==> src/rtl/pwr_sup_pkg.sv <==
// Package for the power-saver and battery supervisor.
// Holds field widths, register indexes and countdown scale constants.
// No dependencies.
package pwr_sup_pkg;

  // Configuration port geometry.
  localparam int CFG_DATA_W  = 8;
  localparam int CFG_INDEX_W = 2;

  // Register indexes on the configuration port.
  localparam logic [CFG_INDEX_W-1:0] REG_AUTO_OFF  = 2'd0;
  localparam logic [CFG_INDEX_W-1:0] REG_BACKLIGHT = 2'd1;
  localparam logic [CFG_INDEX_W-1:0] REG_STANDBY   = 2'd2;
  localparam logic [CFG_INDEX_W-1:0] REG_LOW_BL    = 2'd3;

  // Register and state widths.
  localparam int AUTO_MIN_W  = 7;
  localparam int SECONDS_W   = 8;
  localparam int CHECK_W     = 4;
  localparam int RUN_W       = 8;
  localparam int ELAPSED_W   = 5;
  localparam int AUTO_LEFT_W = 16;
  localparam int SAVER_W     = 12;
  localparam int AUTO_PROD_W = 17;

  // Ticks per minute and per second at a 100 ms tick.
  localparam logic [AUTO_PROD_W-1:0] TICKS_PER_MIN = 17'd600;
  localparam logic [SAVER_W-1:0]     TICKS_PER_SEC = 12'd10;

  // Saturation limits.
  localparam logic [RUN_W-1:0]       RUN_MAX     = 8'hFF;
  localparam logic [ELAPSED_W-1:0]   ELAPSED_MAX = 5'h1F;
  localparam logic [AUTO_LEFT_W-1:0] AUTO_MAX    = 16'hFFFF;

  // Outputs held from tick to tick.
  typedef struct packed {
    logic backlight_on;
    logic backlight_enable;
    logic suspend;
    logic low_batt_indicator;
  } held_t;

endpackage

==> src/rtl/power_saver_battery_supervisor.sv <==
// Power-saver and battery supervisor, one tick beat per 100 ms.
// Depends on pwr_sup_pkg for widths, register indexes and the held-output type.
//
//   Channel   Direction  Handshake              Payload
//   in        sink       in_valid / in_stall    power_key .. batt_low (6 bits)
//   out       source     out_valid / out_stall  power_off .. batt_warning (6 bits)
//   cfg       sink       cfg_write              cfg_index, cfg_data
//
// Each tick beat is handled in one pass: the next state and the result are computed from
// the state registers and the beat together and land in the result register.
// A new beat is taken every cycle unless the result register holds an untaken beat.
// Reset clears all state but the result payload; the battery check countdown starts at CHECK_INTERVAL.
// While out_stall holds a result, in_stall is raised and the state is frozen.
module power_saver_battery_supervisor #(
  parameter int unsigned CHECK_INTERVAL = 10,
  parameter int unsigned CUTOFF_LIMIT   = 5,
  parameter int unsigned SHUTDOWN_DELAY = 20
) (
  input  logic                               clk,
  input  logic                               rst,
  // Configuration port.
  input  logic                               cfg_write,
  input  logic [pwr_sup_pkg::CFG_INDEX_W-1:0] cfg_index,
  input  logic [pwr_sup_pkg::CFG_DATA_W-1:0]  cfg_data,
  // Tick channel.
  input  logic                               in_valid,
  output logic                               in_stall,
  input  logic                               power_key,
  input  logic                               key_pressed,
  input  logic                               weight_stable,
  input  logic                               weight_at_zero,
  input  logic                               batt_cutoff,
  input  logic                               batt_low,
  // Result channel.
  output logic                               out_valid,
  input  logic                               out_stall,
  output logic                               power_off,
  output logic                               backlight_on,
  output logic                               backlight_enable,
  output logic                               suspend,
  output logic                               low_batt_indicator,
  output logic                               batt_warning
);
  import pwr_sup_pkg::*;

  localparam logic [CHECK_W-1:0]   CHECK_RELOAD = CHECK_W'(CHECK_INTERVAL);
  localparam logic [RUN_W-1:0]     RUN_LIMIT    = RUN_W'(CUTOFF_LIMIT);
  localparam logic [ELAPSED_W-1:0] DELAY_LIMIT  = ELAPSED_W'(SHUTDOWN_DELAY);

  // Configuration registers.
  logic [AUTO_MIN_W-1:0] auto_off_minutes;
  logic [SECONDS_W-1:0]  backlight_off_seconds;
  logic [SECONDS_W-1:0]  standby_seconds;
  logic                  low_batt_backlight_off;

  // Supervisor state.
  logic [CHECK_W-1:0]     check_countdown, check_countdown_next;
  logic [RUN_W-1:0]       cutoff_run, cutoff_run_next;
  logic                   shutdown_pending, shutdown_pending_next;
  logic [ELAPSED_W-1:0]   shutdown_elapsed, shutdown_elapsed_next;
  logic [AUTO_LEFT_W-1:0] auto_off_left, auto_off_left_next;
  logic [SAVER_W-1:0]     backlight_left, backlight_left_next;
  logic [SAVER_W-1:0]     standby_left, standby_left_next;
  logic                   saver_started, saver_started_next;
  logic                   off_latched, off_latched_next;
  held_t                  held, held_next;
  logic                   warn_next;

  logic                   in_accept;

  // Reload values for the three countdowns.
  logic [AUTO_PROD_W-1:0] auto_prod;
  logic [AUTO_LEFT_W-1:0] auto_reload;
  logic [SAVER_W-1:0]     backlight_reload;
  logic [SAVER_W-1:0]     standby_reload;

  assign auto_prod        = AUTO_PROD_W'(auto_off_minutes) * TICKS_PER_MIN;
  assign auto_reload      = (auto_prod > AUTO_PROD_W'(AUTO_MAX)) ? AUTO_MAX
                                                                 : auto_prod[AUTO_LEFT_W-1:0];
  assign backlight_reload = SAVER_W'(backlight_off_seconds) * TICKS_PER_SEC;
  assign standby_reload   = SAVER_W'(standby_seconds) * TICKS_PER_SEC;

  // The result register parts the two sides; a beat enters when it is free.
  assign in_stall  = out_valid & out_stall;
  assign in_accept = in_valid & ~in_stall;

  // Configuration writes.
  always_ff @(posedge clk) begin
    if (rst) begin
      auto_off_minutes       <= '0;
      backlight_off_seconds  <= '0;
      standby_seconds        <= '0;
      low_batt_backlight_off <= 1'b0;
    end else if (cfg_write) begin
      unique case (cfg_index)
        REG_AUTO_OFF:  auto_off_minutes       <= cfg_data[AUTO_MIN_W-1:0];
        REG_BACKLIGHT: backlight_off_seconds  <= cfg_data;
        REG_STANDBY:   standby_seconds        <= cfg_data;
        REG_LOW_BL:    low_batt_backlight_off <= cfg_data[0];
      endcase
    end
  end

  // One tick: power key, countdowns, cutoff timing, battery check, reloads, tests.
  always_comb begin
    logic done;
    logic reload_all;
    logic reload_standby;

    check_countdown_next  = check_countdown;
    cutoff_run_next       = cutoff_run;
    shutdown_pending_next = shutdown_pending;
    shutdown_elapsed_next = shutdown_elapsed;
    auto_off_left_next    = auto_off_left;
    backlight_left_next   = backlight_left;
    standby_left_next     = standby_left;
    saver_started_next    = saver_started;
    off_latched_next      = off_latched;
    held_next             = held;
    warn_next             = 1'b0;
    done                  = off_latched;
    reload_all            = 1'b0;
    reload_standby        = 1'b0;

    if (!done && power_key) begin
      off_latched_next = 1'b1;
      done             = 1'b1;
    end

    if (!done) begin
      // Countdowns step down toward zero.
      if (auto_off_left != '0) auto_off_left_next = auto_off_left - 1'b1;
      if (backlight_left != '0) backlight_left_next = backlight_left - 1'b1;
      if (standby_left != '0) standby_left_next = standby_left - 1'b1;

      // A pending cutoff shutdown powers off once its delay has run out.
      if (shutdown_pending) begin
        if (shutdown_elapsed != ELAPSED_MAX) shutdown_elapsed_next = shutdown_elapsed + 1'b1;
        if (shutdown_elapsed_next > DELAY_LIMIT) begin
          off_latched_next = 1'b1;
          done             = 1'b1;
        end
      end
    end

    if (!done) begin
      // Periodic battery check.
      if (check_countdown == '0) begin
        check_countdown_next = CHECK_RELOAD;
        if (batt_cutoff) begin
          if (cutoff_run != RUN_MAX) cutoff_run_next = cutoff_run + 1'b1;
        end else begin
          cutoff_run_next = '0;
        end
        if (!shutdown_pending && (cutoff_run_next > RUN_LIMIT)) begin
          shutdown_pending_next = 1'b1;
          shutdown_elapsed_next = '0;
          warn_next             = 1'b1;
        end
        held_next.low_batt_indicator = batt_low;
        held_next.backlight_enable   = ~(batt_low & low_batt_backlight_off);
      end else begin
        check_countdown_next = check_countdown - 1'b1;
      end

      // The first tick starts the saver with a full reload.
      if (!saver_started) begin
        saver_started_next     = 1'b1;
        held_next.backlight_on = (backlight_off_seconds != '0);
      end

      // Reload rules.
      reload_all     = ~saver_started | key_pressed | ~weight_stable;
      reload_standby = reload_all | ~weight_at_zero;
      if (reload_all && (auto_off_minutes != '0)) auto_off_left_next = auto_reload;
      if (reload_all) backlight_left_next = backlight_reload;
      if (reload_standby && (standby_seconds != '0)) standby_left_next = standby_reload;

      // Timeout tests.
      if ((auto_off_minutes != '0) && (auto_off_left_next == '0)) begin
        off_latched_next = 1'b1;
      end else begin
        if (backlight_off_seconds > SECONDS_W'(1)) begin
          held_next.backlight_on = (backlight_left_next != '0);
        end
        if (standby_seconds != '0) begin
          held_next.suspend = (standby_left_next == '0);
        end
      end
    end
  end

  // State update on each accepted beat.
  always_ff @(posedge clk) begin
    if (rst) begin
      check_countdown  <= CHECK_RELOAD;
      cutoff_run       <= '0;
      shutdown_pending <= 1'b0;
      shutdown_elapsed <= '0;
      auto_off_left    <= '0;
      backlight_left   <= '0;
      standby_left     <= '0;
      saver_started    <= 1'b0;
      off_latched      <= 1'b0;
      held             <= '0;
    end else if (in_accept) begin
      check_countdown  <= check_countdown_next;
      cutoff_run       <= cutoff_run_next;
      shutdown_pending <= shutdown_pending_next;
      shutdown_elapsed <= shutdown_elapsed_next;
      auto_off_left    <= auto_off_left_next;
      backlight_left   <= backlight_left_next;
      standby_left     <= standby_left_next;
      saver_started    <= saver_started_next;
      off_latched      <= off_latched_next;
      held             <= held_next;
    end
  end

  // Result register valid flag.
  always_ff @(posedge clk) begin
    if (rst) begin
      out_valid <= 1'b0;
    end else if (in_accept) begin
      out_valid <= 1'b1;
    end else if (!out_stall) begin
      out_valid <= 1'b0;
    end
  end

  // Result payload.
  always_ff @(posedge clk) begin
    if (in_accept) begin
      power_off          <= off_latched_next;
      backlight_on       <= held_next.backlight_on;
      backlight_enable   <= held_next.backlight_enable;
      suspend            <= held_next.suspend;
      low_batt_indicator <= held_next.low_batt_indicator;
      batt_warning       <= warn_next;
    end
  end

  // Power-off never clears once latched.
  a_off_sticky: assert property (@(posedge clk) disable iff (rst)
    off_latched |=> off_latched)
    else $error("power-off latch cleared");

  // A beat taken after power-off repeats power_off with no warning.
  a_off_repeat: assert property (@(posedge clk) disable iff (rst)
    (in_accept && off_latched) |=> (out_valid && power_off && !batt_warning))
    else $error("latched power-off beat carries wrong result");

  // A warning result always goes with a pending cutoff shutdown.
  a_warn_pending: assert property (@(posedge clk) disable iff (rst)
    (out_valid && batt_warning) |-> shutdown_pending)
    else $error("battery warning without pending shutdown");

  // The check countdown never exceeds its reload value.
  a_check_range: assert property (@(posedge clk) disable iff (rst)
    check_countdown <= CHECK_RELOAD)
    else $error("battery check countdown out of range");

endmodule

==> config.mk <==
export PLATFORM = sky130hd
export DESIGN_NAME = power_saver_battery_supervisor
export DESIGN_NICKNAME = d
export VERILOG_FILES = /design/src/rtl/pwr_sup_pkg.sv /design/src/rtl/power_saver_battery_supervisor.sv
export SDC_FILE = /design/constraint.sdc
export NUM_CORES = 1
export LEC_CHECK = 0
export ABC_AREA = 1
export BUFFER_PORTS_ARGS = -buffer_cell sky130_fd_sc_hd__buf_2
export CAP_MARGIN = 5
export CORE_MARGIN = 1.5
export CORE_UTILIZATION = 55
export CTS_CLUSTER_SIZE = 28
export DETAILED_ROUTE_END_ITERATION = 12
export PLACE_DENSITY = 0.72
export RECOVER_POWER = 25
export SLEW_MARGIN = 40
export SYNTH_ARGS = -nofsm -noshare
export SYNTH_HDL_FRONTEND = slang
export SYNTH_SLANG_ARGS = --single-unit
==> constraint.sdc <==
create_clock -name clk -period 4.7 [get_ports clk]
set_input_delay 0.94 -clock clk [delete_from_list [all_inputs] [get_ports clk]]
set_output_delay 0.94 -clock clk [all_outputs]
set_load 0.05 [all_outputs]
== Word level (Yosys, flattened, before mapping) ==
Index checks and enable logic that the tools add are counted.
Operators by class
  reductions and logical operators: 26
  equal/unequal tests: 6
  bitwise logic cells: 13
  shift operators: 0
  multiplexer cells: 46
  divide/modulo/power cells: 0
  order comparisons: 4
  $add $sub $neg: 6
  multiply operators: 3
Operators with widths (number)
  $mux W12: 10
  $mux W16: 6
  $mux W5: 8
  $reduce_bool A12 Y1: 3
  $mux W8: 4
  $sub A12 B1 Y12 const B: 2
  $mul A8 B3 Y11 const B: 2
  $gt A17 B16 Y1 const B: 1
  $logic_not A16 Y1: 1
  $mux W1: 16
  $reduce_bool A16 Y1: 1
  $reduce_bool A8 Y1: 2
  $sub A16 B1 Y16 const B: 1
  $mul A7 B7 Y14 const B: 1
  $logic_not A12 Y1: 1
  $reduce_and A2 Y1: 5
  $add A8 B1 Y8 const B: 1
  $gt A8 B1 Y1 const B: 1
  $gt A8 B3 Y1 const B: 1
  $mux W4: 2
  $ne A8 B8 Y1 const B: 1
  $not A1 Y1: 7
  $reduce_bool A7 Y1: 1
  $add A5 B1 Y5 const B: 1
  other kinds (15): 25
Word-level totals
  logic and storage cells: 128
  register bits: 95
  output and inout bits: 8
  bits in writable memories: 0
  ROM bits: 0
  memories: 0
  latch bits: 0

== Logic depth before layout (Yosys ltp) ==
  word-level depth: 14
  depth in mapped cells: 25
  mapped depth without buffers: 25

== Worst setup path after synthesis ==
Ideal clock, no wire load.
  path kind: reg2reg
  start: register auto_off_minutes[5]
  end: register suspend (data pin)
  setup time: 0.251 ns
  arrival time: 3.400 ns
  stages on the path, launching flop included: 26
  slack: 1.049 ns
  data required time: 4.449 ns
  buffers on the path: 0
  path through: dfxtp_1 > ha_1 > ha_1 > ha_1 > inv_1 > fa_1 > inv_1 > ha_1 > nand2_1 > nand2_1 > nand2_1 > nand2_1 > nand2_1 > nand3_2 > inv_1 > nand2_1 > nand2_1 > nand2_1 > inv_1 > nand3_1 > nor2_1 > nand3_1 > nand3_1 > nand2_1 > nand2_1 > inv_1
RTL lines
  from (decl): line power_saver_battery_supervisor.sv:51  | logic [AUTO_MIN_W-1:0] auto_off_minutes;
  from (signal assigned): line power_saver_battery_supervisor.sv:96  | REG_AUTO_OFF: auto_off_minutes <= cfg_data[AUTO_MIN_W-1:0];
  to (signal assigned): line power_saver_battery_supervisor.sv:237  | suspend <= held_next.suspend;
  to (decl): line power_saver_battery_supervisor.sv:40  | output logic suspend,

== Worst setup path after layout ==
  start: register auto_off_minutes[5]
  end: register held[3] in the netlist's numbering
On the way
  longest elaborated chain between the ends: 9
  elaborated cells between the ends (all ways): 11
RTL lines
  $mul A7 B7 Y14: line power_saver_battery_supervisor.sv:77  | assign auto_prod = AUTO_PROD_W'(auto_off_minutes) * TICKS_PER_MIN;
  $gt A17 B16 Y1: line power_saver_battery_supervisor.sv:78  | assign auto_reload = (auto_prod > AUTO_PROD_W'(AUTO_MAX)) ? AUTO_MAX
  $mux W16: line power_saver_battery_supervisor.sv:78
  $mux W16: line power_saver_battery_supervisor.sv:175  | if (reload_all && (auto_off_minutes != '0)) auto_off_left_next = auto_reload;
  $mux W16: line power_saver_battery_supervisor.sv:146  | if (!done) begin
  $logic_not A16 Y1: line power_saver_battery_supervisor.sv:180  | if ((auto_off_minutes != '0) && (auto_off_left_next == '0)) begin
  $logic_and A1 B1 Y1 *: line power_saver_battery_supervisor.sv:180
  $mux W1 *: line power_saver_battery_supervisor.sv:180
  $mux W4 *: line power_saver_battery_supervisor.sv:146
  to (signal assigned): line power_saver_battery_supervisor.sv:216  | held <= held_next;
  to (decl): line power_saver_battery_supervisor.sv:66  | held_t held, held_next;
Every way passes the cells marked *; elsewhere a longest branch is shown, timed or not. The select of a mux whose other input is x is not followed.
A chain may end at the register's enable or synchronous reset.

==> metrics.txt <==
htree depth 3; Post-synth EDFFs 6; Leakage 4.37 nW; initial cell density of the core 0.564; multi-input logic area 5490 µm²; Worst R2R Setup Slack 0.56 ns; fin crit period 4.14 ns; most common cell in the netlist nand2_1; DR iter-0 viols 621; max-slew violation count 96; post-CTS setup buffer count 0; relative slew slack -0.676; Hold Vio Cnt, Final 0; global-route wire length before repair 37.1 mm; Core ar. 14600 µm²; Routed Antenna Nets 0; vias in the first global route 7860; global placement routability congestion 0.892; failing checks capacitance limit, slew limit; post-CTS resize count 0; Setup crit end kind register; placement row count 44; final worst-path cycle share 0.881; layout cells sized above 1 0.0628; via count 8429; Yosys top cell by area dfxtp_1; WP data required 4.95 ns; GRT Total Usage 0.286; DP HPWL 16.1 mm; PD cells 311 nW/µm²; clk root buf clkbuf_16; num ports 29; Hold Crit Class register to register; Storage cell area 1960 µm²; Yosys cell types 48; #FFs+latches synth 95; RSZ-0062 raised after global routing no; crit-path max FO 6; Worst-Skew Late Latency 0.36 ns; sequential share of the synthesized area 0.239; die area 15700 µm²; CP arrival 4.39 ns; Remaining DRCs 0; Reg clk slew, reported paths 0.07 ns; fmax 0.241 GHz; P&R area growth vs syn 6.09%; First-pass DRT Iterations 5; Worst-Margin Slew 2.51 ns; MaxCap Viol Count 2; global route total overflow 0; Fillers 1454; Die H 125 µm; Synth warnings 0; clock sinks 95; Die W 125 µm; initial antenna violation count 0; Setup CP Type register to register; CTS tree done; critical path startpoint category register; drt via density 5.60; port bufs 28; Worst IR Drop VDD 0.000181 V; per-cell routed wire length 14.6 µm; worst-case clock skew 0.00984 ns; Mapped Avg Cell Area 6.27 µm²; Yosys top cell area share 0.217; Synth top cells by count 359 x nand2_1, 174 x nand3_1, 143 x inv_1; Total Nets Final 1413; status finished with violations; Final TNS setup 0 ns; Main synth FF type dfxtp_1; fraction of registers with async set/reset 0; Detailed Route WL 22.0 mm; CTS Buf Count 9; Cells after Synth 1312; count of final setup violators 0; Antenna Cells 0; Syn Std Cell Area 8220 µm²; Synth Net Count 1408; pin count of the biggest net entering global routing 49; clk buf depth 2; cts-stage hold buffer count 0; top post-synthesis cells by area dfxtp_1 22%, nand2_1 16%, nand3_1 11%, ha_1 10%, inv_1 6.5%; post-layout util 0.598
==> flip-flops by register name, summed over array words and instances, names as in the netlist, 4 cells and up <==
name	cells
auto_off_minutes	7
check_countdown	4
held	4
backlight_off_seconds	8
auto_off_left	16
standby_seconds	8
backlight_left	12
shutdown_elapsed	5
cutoff_run	8
standby_left	12
==> worst max-delay path, stage by stage (launching register included) <==
cell and delay [ns]:
dfxtp_1 0.47, ha_1 0.29, ha_1 0.28, ha_1 0.27, inv_1 0.05, fa_1 0.50
inv_1 0.04, ha_1 0.34, nand2_1 0.09, nand2_1 0.08, nand2_1 0.06, nand2_1 0.05
nand2_1 0.07, nand3_2 0.12, nor2_2 0.23, nand3_1 0.11, nand2_1 0.11, nand2_1 0.10
nor2_1 0.17, nand2_1 0.07, nor2_1 0.09, nand3_1 0.07, nand2_1 0.09, nand3_1 0.07
a21oi_1 0.22
==> routing by layer <==
layer | GRT usage | vias to the layer above | part of all wire
li1 | - | 4348 | -
met1 | 0.370 | 3840 | 0.46
met2 | 0.493 | 204 | 0.47
met3 | 0.0394 | 37 | 0.047
met4 | 0.0896 | 0 | 0.021
met5 | 0 | - | 0
==> cells in the final DEF, fill, tap and decap left out, types with 3 or more instances in the layout <==
| cell | netlist | layout |
|---|---|---|
| nand3_2 | 3 | 3 |
| nor3_1 | 12 | 12 |
| buf_4 | 1 | 6 |
| clkbuf_1 | 24 | 9 |
| nor2_4 | 4 | 5 |
| o211ai_1 | 13 | 13 |
| clkbuf_16 | 0 | 9 |
| xnor2_1 | 7 | 7 |
| edfxtp_1 | 6 | 6 |
| nand2_2 | 7 | 7 |
| nand3_1 | 174 | 174 |
| nand2_1 | 359 | 359 |
| a21boi_0 | 3 | 3 |
| or2_2 | 6 | 6 |
| a21oi_1 | 88 | 88 |
| nor2_1 | 128 | 127 |
| fa_1 | 7 | 7 |
| o21ai_1 | 4 | 4 |
| nor2_2 | 6 | 6 |
| xor2_1 | 19 | 19 |
| ha_1 | 68 | 68 |
| o21ai_0 | 59 | 59 |
| inv_1 | 143 | 143 |
| buf_2 | 12 | 23 |
| inv_2 | 3 | 3 |
| dfxtp_1 | 89 | 89 |
| a31oi_1 | 3 | 3 |
| nand4_1 | 31 | 31 |
==> cells by family after synthesis <==
kind of cell / count (synthesis) / share of synthesized area
buffers and inverters: 190 / 0.0945
and+or+nand+nor: 740 / 0.393
DFF: 95 / 0.239
xor gates and xnor gates: 26 / 0.0277
AOI/OAI and AO/OA: 186 / 0.125
adders and majority gates: 75 / 0.121
==> path summary, 6_finish.rpt <==
path | start | endpoint | depth (start not counted)
max | auto_off_minutes[5]$_SDFFE_PP0P_ | held[3]$_SDFFE_PP0P_ | 24
min | low_batt_backlight_off$_SDFFE_PP0P_ | low_batt_backlight_off$_SDFFE_PP0P_ | 2
max reg2reg | auto_off_minutes[5]$_SDFFE_PP0P_ | held[3]$_SDFFE_PP0P_ | 24
min reg2reg | low_batt_backlight_off$_SDFFE_PP0P_ | low_batt_backlight_off$_SDFFE_PP0P_ | 2
==> metrics by stage <==
step	instance area, µm²	total power [W]	setup WS (ns)	hold slack [ns]	std cells
after floorplan	8220	0.00172	1.05	0.424	1312
after global placement	8450	0.00194	0.743	0.441	1490
after detailed placement	8450	0.00195	0.639	0.444	1490
after global routing	8720	0.00291	0.185	0.493	1506
after CTS	8750	0.00272	0.621	0.455	1506
final	8720	0.00271	0.559	0.453	1506
==> power by group <==
part	internal [W]	total, W	switching (W)
clock network	0.000419	0.000762	0.000343
logic	0.000334	0.00102	0.000684
registers	0.000868	0.000932	0.0000643
total	0.00162	0.00271	0.00109
==> area by class of cell <==
type                            instances  share of cell area
Timing Repair Buffer                   37              0.0218
Sequential cell                        95               0.225
Tap cell                              184              0.0264
Inverter                              147              0.0633
Clock buffer                           10              0.0263
Multi-Input combinational cell       1027               0.629
Clock inverter                          6             0.00789
Power figures use the tool's default switching activity.
